==> config.mk <==
export PLATFORM = sky130hd
export DESIGN_NAME = lifo_stack_engine_core
export DESIGN_NICKNAME = d
export VERILOG_FILES = /design/src/design/lse_pkg.sv /design/src/design/lse_ram.sv /design/src/design/lse_ctrl.sv /design/src/design/lifo_stack_engine_core.sv
export VERILOG_INCLUDE_DIRS = /design/src /design/src/design
export SDC_FILE = /design/constraint.sdc
export NUM_CORES = 2
export LEC_CHECK = 0
export CAP_MARGIN = 20
export CELL_PAD_IN_SITES_DETAIL_PLACEMENT = 2
export CELL_PAD_IN_SITES_GLOBAL_PLACEMENT = 2
export CORE_MARGIN = 2
export CORE_UTILIZATION = 53
export DETAILED_ROUTE_END_ITERATION = 8
export DONT_BUFFER_PORTS = 1
export MAX_ROUTING_LAYER = met4
export PLACE_DENSITY_LB_ADDON = 0.3
export SLEW_MARGIN = 20
export SYNTH_ARGS = -nofsm -noshare
export SYNTH_HDL_FRONTEND = slang
export SYNTH_HIERARCHICAL = 1
export SYNTH_SLANG_ARGS = --single-unit
==> constraint.sdc <==
create_clock -name clk -period 6.2 [get_ports clk]
set_input_delay 1.55 -clock clk [delete_from_list [all_inputs] [get_ports clk]]
set_output_delay 1.55 -clock clk [all_outputs]
set_load 0.05 [all_outputs]
==> src/design/assert_macros.svh <==
// Assertion macros shared by the stack engine RTL.
// Each macro clocks on clk and is disabled while arst_n is low.
`ifndef ASSERT_MACROS_SVH
`define ASSERT_MACROS_SVH

// Condition holds in the same cycle as the antecedent.
`define LSE_ASSERT_IMP(lbl, ante, cons, msg) \
	lbl: assert property (@(posedge clk) disable iff (!arst_n) (ante) |-> (cons)) else $error(msg);

// Condition holds in the cycle after the antecedent.
`define LSE_ASSERT_NXT(lbl, ante, cons, msg) \
	lbl: assert property (@(posedge clk) disable iff (!arst_n) (ante) |=> (cons)) else $error(msg);

`endif

==> src/design/lse_pkg.sv <==
// Package for the LIFO stack engine: sizes, opcodes, status codes,
// the memory request struct and word conversion functions. No dependencies.
package lse_pkg;

	localparam int DEPTH      = 128;
	localparam int WORD_WIDTH = 32;
	localparam int ADDR_W     = (DEPTH > 1) ? $clog2(DEPTH) : 1;
	localparam int CNT_W      = $clog2(DEPTH + 1);

	typedef enum logic [1:0] {
		OP_PUSH  = 2'd0,
		OP_POP   = 2'd1,
		OP_PEEK  = 2'd2,
		OP_CLEAR = 2'd3
	} op_t;

	typedef enum logic [1:0] {
		ST_OK        = 2'd0,
		ST_OVERFLOW  = 2'd1,
		ST_UNDERFLOW = 2'd2
	} status_t;

	typedef struct packed {
		logic                  we;
		logic [ADDR_W-1:0]     waddr;
		logic [WORD_WIDTH-1:0] wdata;
		logic                  re;
		logic [ADDR_W-1:0]     raddr;
	} mem_req_t;

	// Sign-extend the 32-bit request word, then keep the stored width.
	function automatic logic [WORD_WIDTH-1:0] to_word(input logic signed [31:0] v);
		logic signed [63:0] ext;
		ext = 64'(v);
		return ext[WORD_WIDTH-1:0];
	endfunction

	// Sign-extend a stored word, then cut it to the 32-bit result word.
	function automatic logic [31:0] widen_word(input logic [WORD_WIDTH-1:0] w);
		logic signed [WORD_WIDTH-1:0] s;
		logic signed [63:0]           ext;
		s   = w;
		ext = 64'(s);
		return ext[31:0];
	endfunction

endpackage

==> src/design/lse_ram.sv <==
// Generic single-clock RAM: one write port, one read port, registered read data.
// No package dependencies.
module lse_ram #(
	parameter int DEPTH_P = 2,
	parameter int WIDTH_P = 1,
	localparam int AW = (DEPTH_P > 1) ? $clog2(DEPTH_P) : 1
) (
	input  logic               clk,
	input  logic               we,
	input  logic [AW-1:0]      waddr,
	input  logic [WIDTH_P-1:0] wdata,
	input  logic               re,
	input  logic [AW-1:0]      raddr,
	output logic [WIDTH_P-1:0] rdata
);

	logic [WIDTH_P-1:0] mem [DEPTH_P];
	logic [WIDTH_P-1:0] rdata_q;

	always_ff @(posedge clk) begin
		if (we) begin
			mem[waddr] <= wdata;
		end
		if (re) begin
			rdata_q <= mem[raddr];
		end
	end

	assign rdata = rdata_q;

endmodule

==> src/design/lse_ctrl.sv <==
// Stack control: fill level, request decode, memory request and result stage.
// Depends on lse_pkg.
module lse_ctrl import lse_pkg::*; (
	input  logic                  clk,
	input  logic                  arst_n,
	input  logic                  accept,
	input  logic [1:0]            opcode,
	input  logic signed [31:0]    push_value,
	output mem_req_t              mem_req,
	input  logic [WORD_WIDTH-1:0] mem_rdata,
	output logic                  done,
	output logic signed [31:0]    read_word,
	output logic [1:0]            status,
	output logic [7:0]            entry_count,
	output logic                  is_empty,
	output logic                  is_full
);

	logic [CNT_W-1:0] fill_q;
	logic [CNT_W-1:0] fill_d;
	status_t          status_d;
	logic             use_mem_d;

	logic             valid_s1;
	status_t          status_s1;
	logic             use_mem_s1;
	logic [CNT_W-1:0] fill_s1;

	always_comb begin
		fill_d        = fill_q;
		status_d      = ST_OK;
		use_mem_d     = 1'b0;
		mem_req.we    = 1'b0;
		mem_req.re    = 1'b0;
		mem_req.waddr = fill_q[ADDR_W-1:0];
		mem_req.wdata = to_word(push_value);
		mem_req.raddr = ADDR_W'(fill_q - CNT_W'(1));
		case (op_t'(opcode))
			OP_PUSH: begin
				if (fill_q == CNT_W'(DEPTH)) begin
					status_d = ST_OVERFLOW;
				end else begin
					mem_req.we = accept;
					fill_d     = fill_q + CNT_W'(1);
				end
			end
			OP_POP, OP_PEEK: begin
				if (fill_q == '0) begin
					status_d = ST_UNDERFLOW;
				end else begin
					mem_req.re = accept;
					use_mem_d  = 1'b1;
					if (op_t'(opcode) == OP_POP) begin
						fill_d = fill_q - CNT_W'(1);
					end
				end
			end
			OP_CLEAR: begin
				fill_d = '0;
			end
			default: begin
				fill_d = fill_q;
			end
		endcase
	end

	// A push writes at one edge and a later pop reads at a later edge, so the
	// array already holds the word: no forwarding path is needed.
	always_ff @(posedge clk or negedge arst_n) begin
		if (!arst_n) begin
			fill_q   <= '0;
			valid_s1 <= 1'b0;
		end else begin
			valid_s1 <= accept;
			if (accept) begin
				fill_q <= fill_d;
			end
		end
	end

	always_ff @(posedge clk) begin
		if (accept) begin
			status_s1  <= status_d;
			use_mem_s1 <= use_mem_d;
			fill_s1    <= fill_d;
		end
	end

	always_comb begin
		if (use_mem_s1) begin
			read_word = widen_word(mem_rdata);
		end else if (status_s1 == ST_UNDERFLOW) begin
			read_word = '1;
		end else begin
			read_word = '0;
		end
	end

	assign done        = valid_s1;
	assign status      = status_s1;
	assign entry_count = 8'(fill_s1);
	assign is_empty    = (fill_s1 == '0);
	assign is_full     = (fill_s1 == CNT_W'(DEPTH));

endmodule

==> src/design/lifo_stack_engine_core.sv <==
// Top level of the LIFO stack engine: control stage plus the stack memory.
// Depends on lse_pkg, lse_ctrl, lse_ram and assert_macros.svh.
//
// Usage:
//   A request beat is taken at a rising edge where start is high and busy is
//   low. opcode selects push, pop, peek or clear; push_value is used by push.
//   busy stays low: the block takes one request every clock cycle.
//   Each request gives one result beat, marked by done, in the cycle after
//   the request edge. The result ports hold read_word, status,
//   entry_count, is_empty and is_full for that single cycle only; the
//   receiver must take it then, since it cannot hold results off.
//   The result is registered in the read port of the stack memory and in the
//   result stage of lse_ctrl; throughput is one request per cycle, as each
//   request touches one memory entry and moves the fill level by at most one.
//   Reset (arst_n low) empties the stack at once. The memory itself is not
//   cleared; only entries below the fill level are ever read, and each of
//   those was written by a push.
`include "assert_macros.svh"

module lifo_stack_engine_core import lse_pkg::*; (
	input  logic               clk,
	input  logic               arst_n,
	input  logic               start,
	output logic               busy,
	input  logic [1:0]         opcode,
	input  logic signed [31:0] push_value,
	output logic               done,
	output logic signed [31:0] read_word,
	output logic [1:0]         status,
	output logic [7:0]         entry_count,
	output logic               is_empty,
	output logic               is_full
);

	mem_req_t              mem_req;
	logic [WORD_WIDTH-1:0] mem_rdata;
	logic                  accept;

	assign busy   = 1'b0;
	assign accept = start && !busy;

	lse_ctrl u_ctrl (
		.clk        (clk),
		.arst_n     (arst_n),
		.accept     (accept),
		.opcode     (opcode),
		.push_value (push_value),
		.mem_req    (mem_req),
		.mem_rdata  (mem_rdata),
		.done       (done),
		.read_word  (read_word),
		.status     (status),
		.entry_count(entry_count),
		.is_empty   (is_empty),
		.is_full    (is_full)
	);

	lse_ram #(
		.DEPTH_P(DEPTH),
		.WIDTH_P(WORD_WIDTH)
	) u_ram (
		.clk  (clk),
		.we   (mem_req.we),
		.waddr(mem_req.waddr),
		.wdata(mem_req.wdata),
		.re   (mem_req.re),
		.raddr(mem_req.raddr),
		.rdata(mem_rdata)
	);

	`LSE_ASSERT_NXT(a_beat_gives_result, start && !busy, done, "request beat gave no result")
	`LSE_ASSERT_IMP(a_overflow_full, done && status == ST_OVERFLOW, is_full, "overflow while not full")
	`LSE_ASSERT_IMP(a_underflow_word, done && status == ST_UNDERFLOW, is_empty && read_word == -32'sd1, "bad underflow result")
	`LSE_ASSERT_IMP(a_empty_count, done && is_empty, entry_count == 8'd0, "empty flag with non-zero count")

endmodule
==> impl_metrics.csv, run 1 <==
group,metric,value,unit
status,status,"stopped before the end",
status,haltStage,"detailed placement",
status,first-error,"[ERROR DPL-0033] detailed placement checks failed during check placement.",
place,gp_congestion,0.893,
synthesis,synth.top_cells.by_area,"edfxtp_1 78%, mux4_2 19%, clkbuf_1 0.45%",
die,die_h,551,um
synthesis,synth.most_common_cell,"edfxtp_1",
synthesis,synthCells,6227,
place,portBuffers,0,
synthesis,synth_cell_type_count,53,
synthesis,yosys_register_bits,4148,
synthesis,synth.top_cells.by_count,"4139 x edfxtp_1, 1344 x mux4_2, 192 x clkbuf_1",
die,rows,200,
synthesis,yosys.area.top_type_share,78.3,%
place,dp_hpwl,320000,um
die,die_w,551,um
synthesis,synth_enable_flop_cells,4139,
synthesis,syn_area,0.159,sq mm
synthesis,yosys_warnings,6,
synthesis,ys_seq_area_share,78.5,%
synthesis,synth_top_area_cell,"edfxtp_1",
die,start_util,53.4,%
synthesis,async_flop_share,0.217,%
die,io_pins,83,
synthesis,syn_area_per_cell,25.5,sq um
synthesis,synth_top_flop_cell,"edfxtp_1",
synthesis,synth_nets,6270,
-- through the flow --
stage / hold slack (ns) / setup slack, ns / instances / area (sq um)
floorplan: 0.620 / 0.476 / 6227 / 159000
global placement: 0.697 / 0.862 / 10000 / 165000
-- logic make-up after synthesis --
group / after synthesis / share of synthesized area (%)
AOI/OAI and AO/OA: 67 / 0.311
other: 1 / 0.00236
xor gates and xnor gates: 12 / 0.0662
and+or+nand+nor: 229 / 0.674
adders and majority gates: 6 / 0.0473
DFF: 4148 / 78.5
buffers and inverters: 385 / 1.10
muxes: 1379 / 19.3
==> run 2, diff against run 1 <==
--- a/config.mk
+++ b/config.mk
@@ -7,14 +7,11 @@
 export NUM_CORES = 2
 export LEC_CHECK = 0
 export CAP_MARGIN = 20
-export CELL_PAD_IN_SITES_DETAIL_PLACEMENT = 2
-export CELL_PAD_IN_SITES_GLOBAL_PLACEMENT = 2
 export CORE_MARGIN = 2
-export CORE_UTILIZATION = 53
+export CORE_UTILIZATION = 40
 export DETAILED_ROUTE_END_ITERATION = 8
 export DONT_BUFFER_PORTS = 1
-export MAX_ROUTING_LAYER = met4
-export PLACE_DENSITY_LB_ADDON = 0.3
+export PLACE_DENSITY_LB_ADDON = 0.15
 export SLEW_MARGIN = 20
 export SYNTH_ARGS = -nofsm -noshare
 export SYNTH_HDL_FRONTEND = slang
==> impl_metrics.csv, run 2 <==
group,metric,value,unit
clocking,worstSkewPairLatency,0.98,ns
clocking,cts_setup_buffers,0,
clocking,root_buffer,"clkbuf_16",
synthesis,synth_compound_area_share,0.311,%
sta,fin_ws,1.26,ns
clocking,clockBufferDepth,4,
routing,routed_wl,440000,um
place,portBuffers,0,
power,swShare,34.8,%
critical_path,cp-start-kind,"flop",
sta,rsz0062_at_grt,"no",
synthesis,yosys_warnings,6,
critical_path,worst_ep_required_time,6.91,ns
sta,min_period_over_period,79.8,%
synthesis,synth_top_family_by_area,"multiplexers",
layout,final_common_cell,"edfxtp_1",
layout,final_core_util,45.7,%
layout,num-fill-cells,32600,
status,status,"completed",
routing,drc,0,
layout,final_cell_area,0.181,sq mm
synthesis,synth.most_common_cell,"edfxtp_1",
routing,first_pass_iters,5,
synthesis,yosys.area.top_type_share,78.3,%
routing,vias_per_cell,5.89,
sta,fmax,0.202,GHz
die,core,0.395,sq mm
global_routing,grt_max_degree,129,
die,start_util,40.1,%
synthesis,synth_fa_ha_area_share,0.0473,%
layout,top_register,"u_ram/mem",
clocking,htreeDepth,5,
synthesis,yosys_register_bits,4148,
power,p_clk_share,27.5,%
job,cap_violations,0,
layout,final_cells,12200,
layout,nNetsFinal,6574,
clocking,cts_tree,"done",
clocking,cts_buffers,439,
place,pre_cts_ws,0.837,ns
hold_path,hp-class,"primary input to async pin",
layout,largest_reg_flops,4096,
synthesis,ys_seq_area_share,78.5,%
place,dp_cells,11300,
synthesis,async_flop_share,0.217,%
die,io_pins,83,
synthesis,syn_area_per_cell,25.5,sq um
sta,drv_slew,0,
routing,detail_route.wl_per_cell,36.2,um
routing,antenna_left,0,
critical_path,worst_r2r_path_depth,9,
critical_path,cp-end-kind,"flop",
power,peakVddDrop,614,uV
global_routing,grt-ovfl-total,0,
sta,max_slew_margin,26.2,%
synthesis,synth_xor_area_share,0.0662,%
sta,fin_skew,0.0490,ns
global_routing,grt_pass1_wl,602000,um
clocking,clkTransAtPathRegs,0.06,ns
place,gp_congestion,0.823,
critical_path,crit_type,"flop to flop",
global_routing,grt_usage,21.8,%
sta,setup_tns,0,ns
place,placed_cell_area,0.167,sq mm
critical_path,path_max_fanout,68,
synthesis,synth_top_area_cell,"edfxtp_1",
routing,drt_iter0_drc,9298,
synthesis,synth.top_cells.by_count,"4139 x edfxtp_1, 1344 x mux4_2, 192 x clkbuf_1",
synthesis,synthCells,6227,
power,p_sw,31.7,mW
clocking,cts_sinks,4148,
die,die_h,634,um
power,p_int,59.5,mW
synthesis,syn_area,0.159,sq mm
synthesis,synthSimpleGateAreaFrac,0.674,%
power,leakage,54.5,nW
clocking,post_cts_resized,0,
sta,setup_viol,0,
layout,area_growth,13.9,%
global_routing,antenna_found_initial,74,
power,p_per_area,505,mW/mm^2
critical_path,arrival,5.65,ns
synthesis,synth.top_cells.by_area,"edfxtp_1 78%, mux4_2 19%, clkbuf_1 0.45%",
die,rows,231,
synthesis,synth_top_flop_cell,"edfxtp_1",
synthesis,synth_nets,6270,
synthesis,synth_cell_type_count,53,
layout,drive_above_1_share,34.1,%
sta,worst_slew_pin_slew,1.11,ns
sta,hold_viol,0,
die,die_w,634,um
power,pwr-share-comb,37.9,%
routing,vias,71800,
clocking,ctsHoldBuffers,0,
power,seq_power_share,34.6,%
synthesis,synth_enable_flop_cells,4139,
sta,period_minus_slack,4.94,ns
place,dp_hpwl,252000,um
global_routing,grt_pass1_vias,70600,
synthesis,synthMuxAreaShare,19.3,%
layout,final_cell_mix,"4139 x edfxtp_1, 1344 x mux4_2, 444 x clkbuf_16",
die,die_area,0.402,sq mm
-- run 2: cell counts after synthesis --
Identical to the previous run, type by type.
-- run 2: kinds of logic after synthesis --
| family | after synthesis |
|---|---|
| muxes | 1379 |
| AOI/OAI and AO/OA | 67 |
| xor gates and xnor gates | 12 |
| other | 1 |
| and+or+nand+nor | 229 |
| buffers and inverters | 385 |
| adders and majority gates | 6 |
| DFF | 4148 |
-- run 2: critical path, cell delays in order, from the launching register on --
cell	delay, ns
dfrtp_1	0.44
inv_8	0.35
ha_1	0.52
xor2_4	0.25
buf_12	0.29
buf_12	0.39
mux4_2	0.47
mux4_2	0.54
mux4_2	0.65
mux2_2	0.41
-- run 2: cell type report --
| type | instances | area (sq um) | area share (%) |
|---|---|---|---|
| timing repair buffer | 238 | 2390 | 1.32 |
| sequential | 4148 | 125000 | 68.9 |
| clock inverter | 236 | 2040 | 1.13 |
| antenna | 54 | 135 | 0.0748 |
| inverter | 10 | 55.1 | 0.0305 |
| tap | 5242 | 6560 | 3.63 |
| multi-input combinational | 1694 | 33400 | 18.5 |
| clock buffer | 558 | 11600 | 6.40 |
-- run 2: per-stage QoR --
stage / hold slack [ns] / total power [mW]
2_1_floorplan: 0.620 / 51.7
3_3_place_gp: 0.701 / 66.8
3_5_place_dp: 0.714 / 66.8
4_1_cts: 0.172 / 91.9
5_1_grt: 0.183 / 93.5
6_report: 0.257 / 91.3
-- run 2: final timing paths --
path | end | slack, ns | startpoint
worst max-delay path | u_ram/rdata[20]$_DFFE_PP_ | 1.26 | u_ctrl/fill_q[0]$_DFFE_PN0P_
worst min-delay path | u_ctrl/fill_q[7]$_DFFE_PN0P_ | 0.26 | arst_n
worst max register to register | u_ram/rdata[20]$_DFFE_PP_ | 1.26 | u_ctrl/fill_q[0]$_DFFE_PN0P_
worst min register to register | u_ctrl/fill_q[7]$_DFFE_PN0P_ | 0.73 | u_ctrl/fill_q[7]$_DFFE_PN0P_
max in group asynchronous | u_ctrl/fill_q[3]$_DFFE_PN0P_ | 5.86 | arst_n
min in group clk | u_ctrl/done$_DFF_PN0_ | 0.61 | start
-- run 2: per-layer routing --
layer | global-route usage [%] | up-vias | share of wire [%] | wire (um)
met5 | 0 | - | 0.0073 | 32
met1 | 33.4 | 40400 | 44 | 193000
li1 | - | 28000 | - | -
met3 | 3.65 | 490 | 7.8 | 34400
met4 | 4.93 | 4 | 2.2 | 9790
met2 | 33.0 | 2880 | 46 | 203000
-- run 2: power by group through the flow --
stage	Combinational [mW]	Sequential, mW	Clock (mW)
after floorplan	19.7	32.0	0
after global placement	34.6	32.1	0
after detailed placement	34.7	32.1	0
after CTS	34.7	31.5	25.7
after global routing	35.2	31.5	26.7
final	34.6	31.5	25.1
Power figures use the tool's default switching activity.
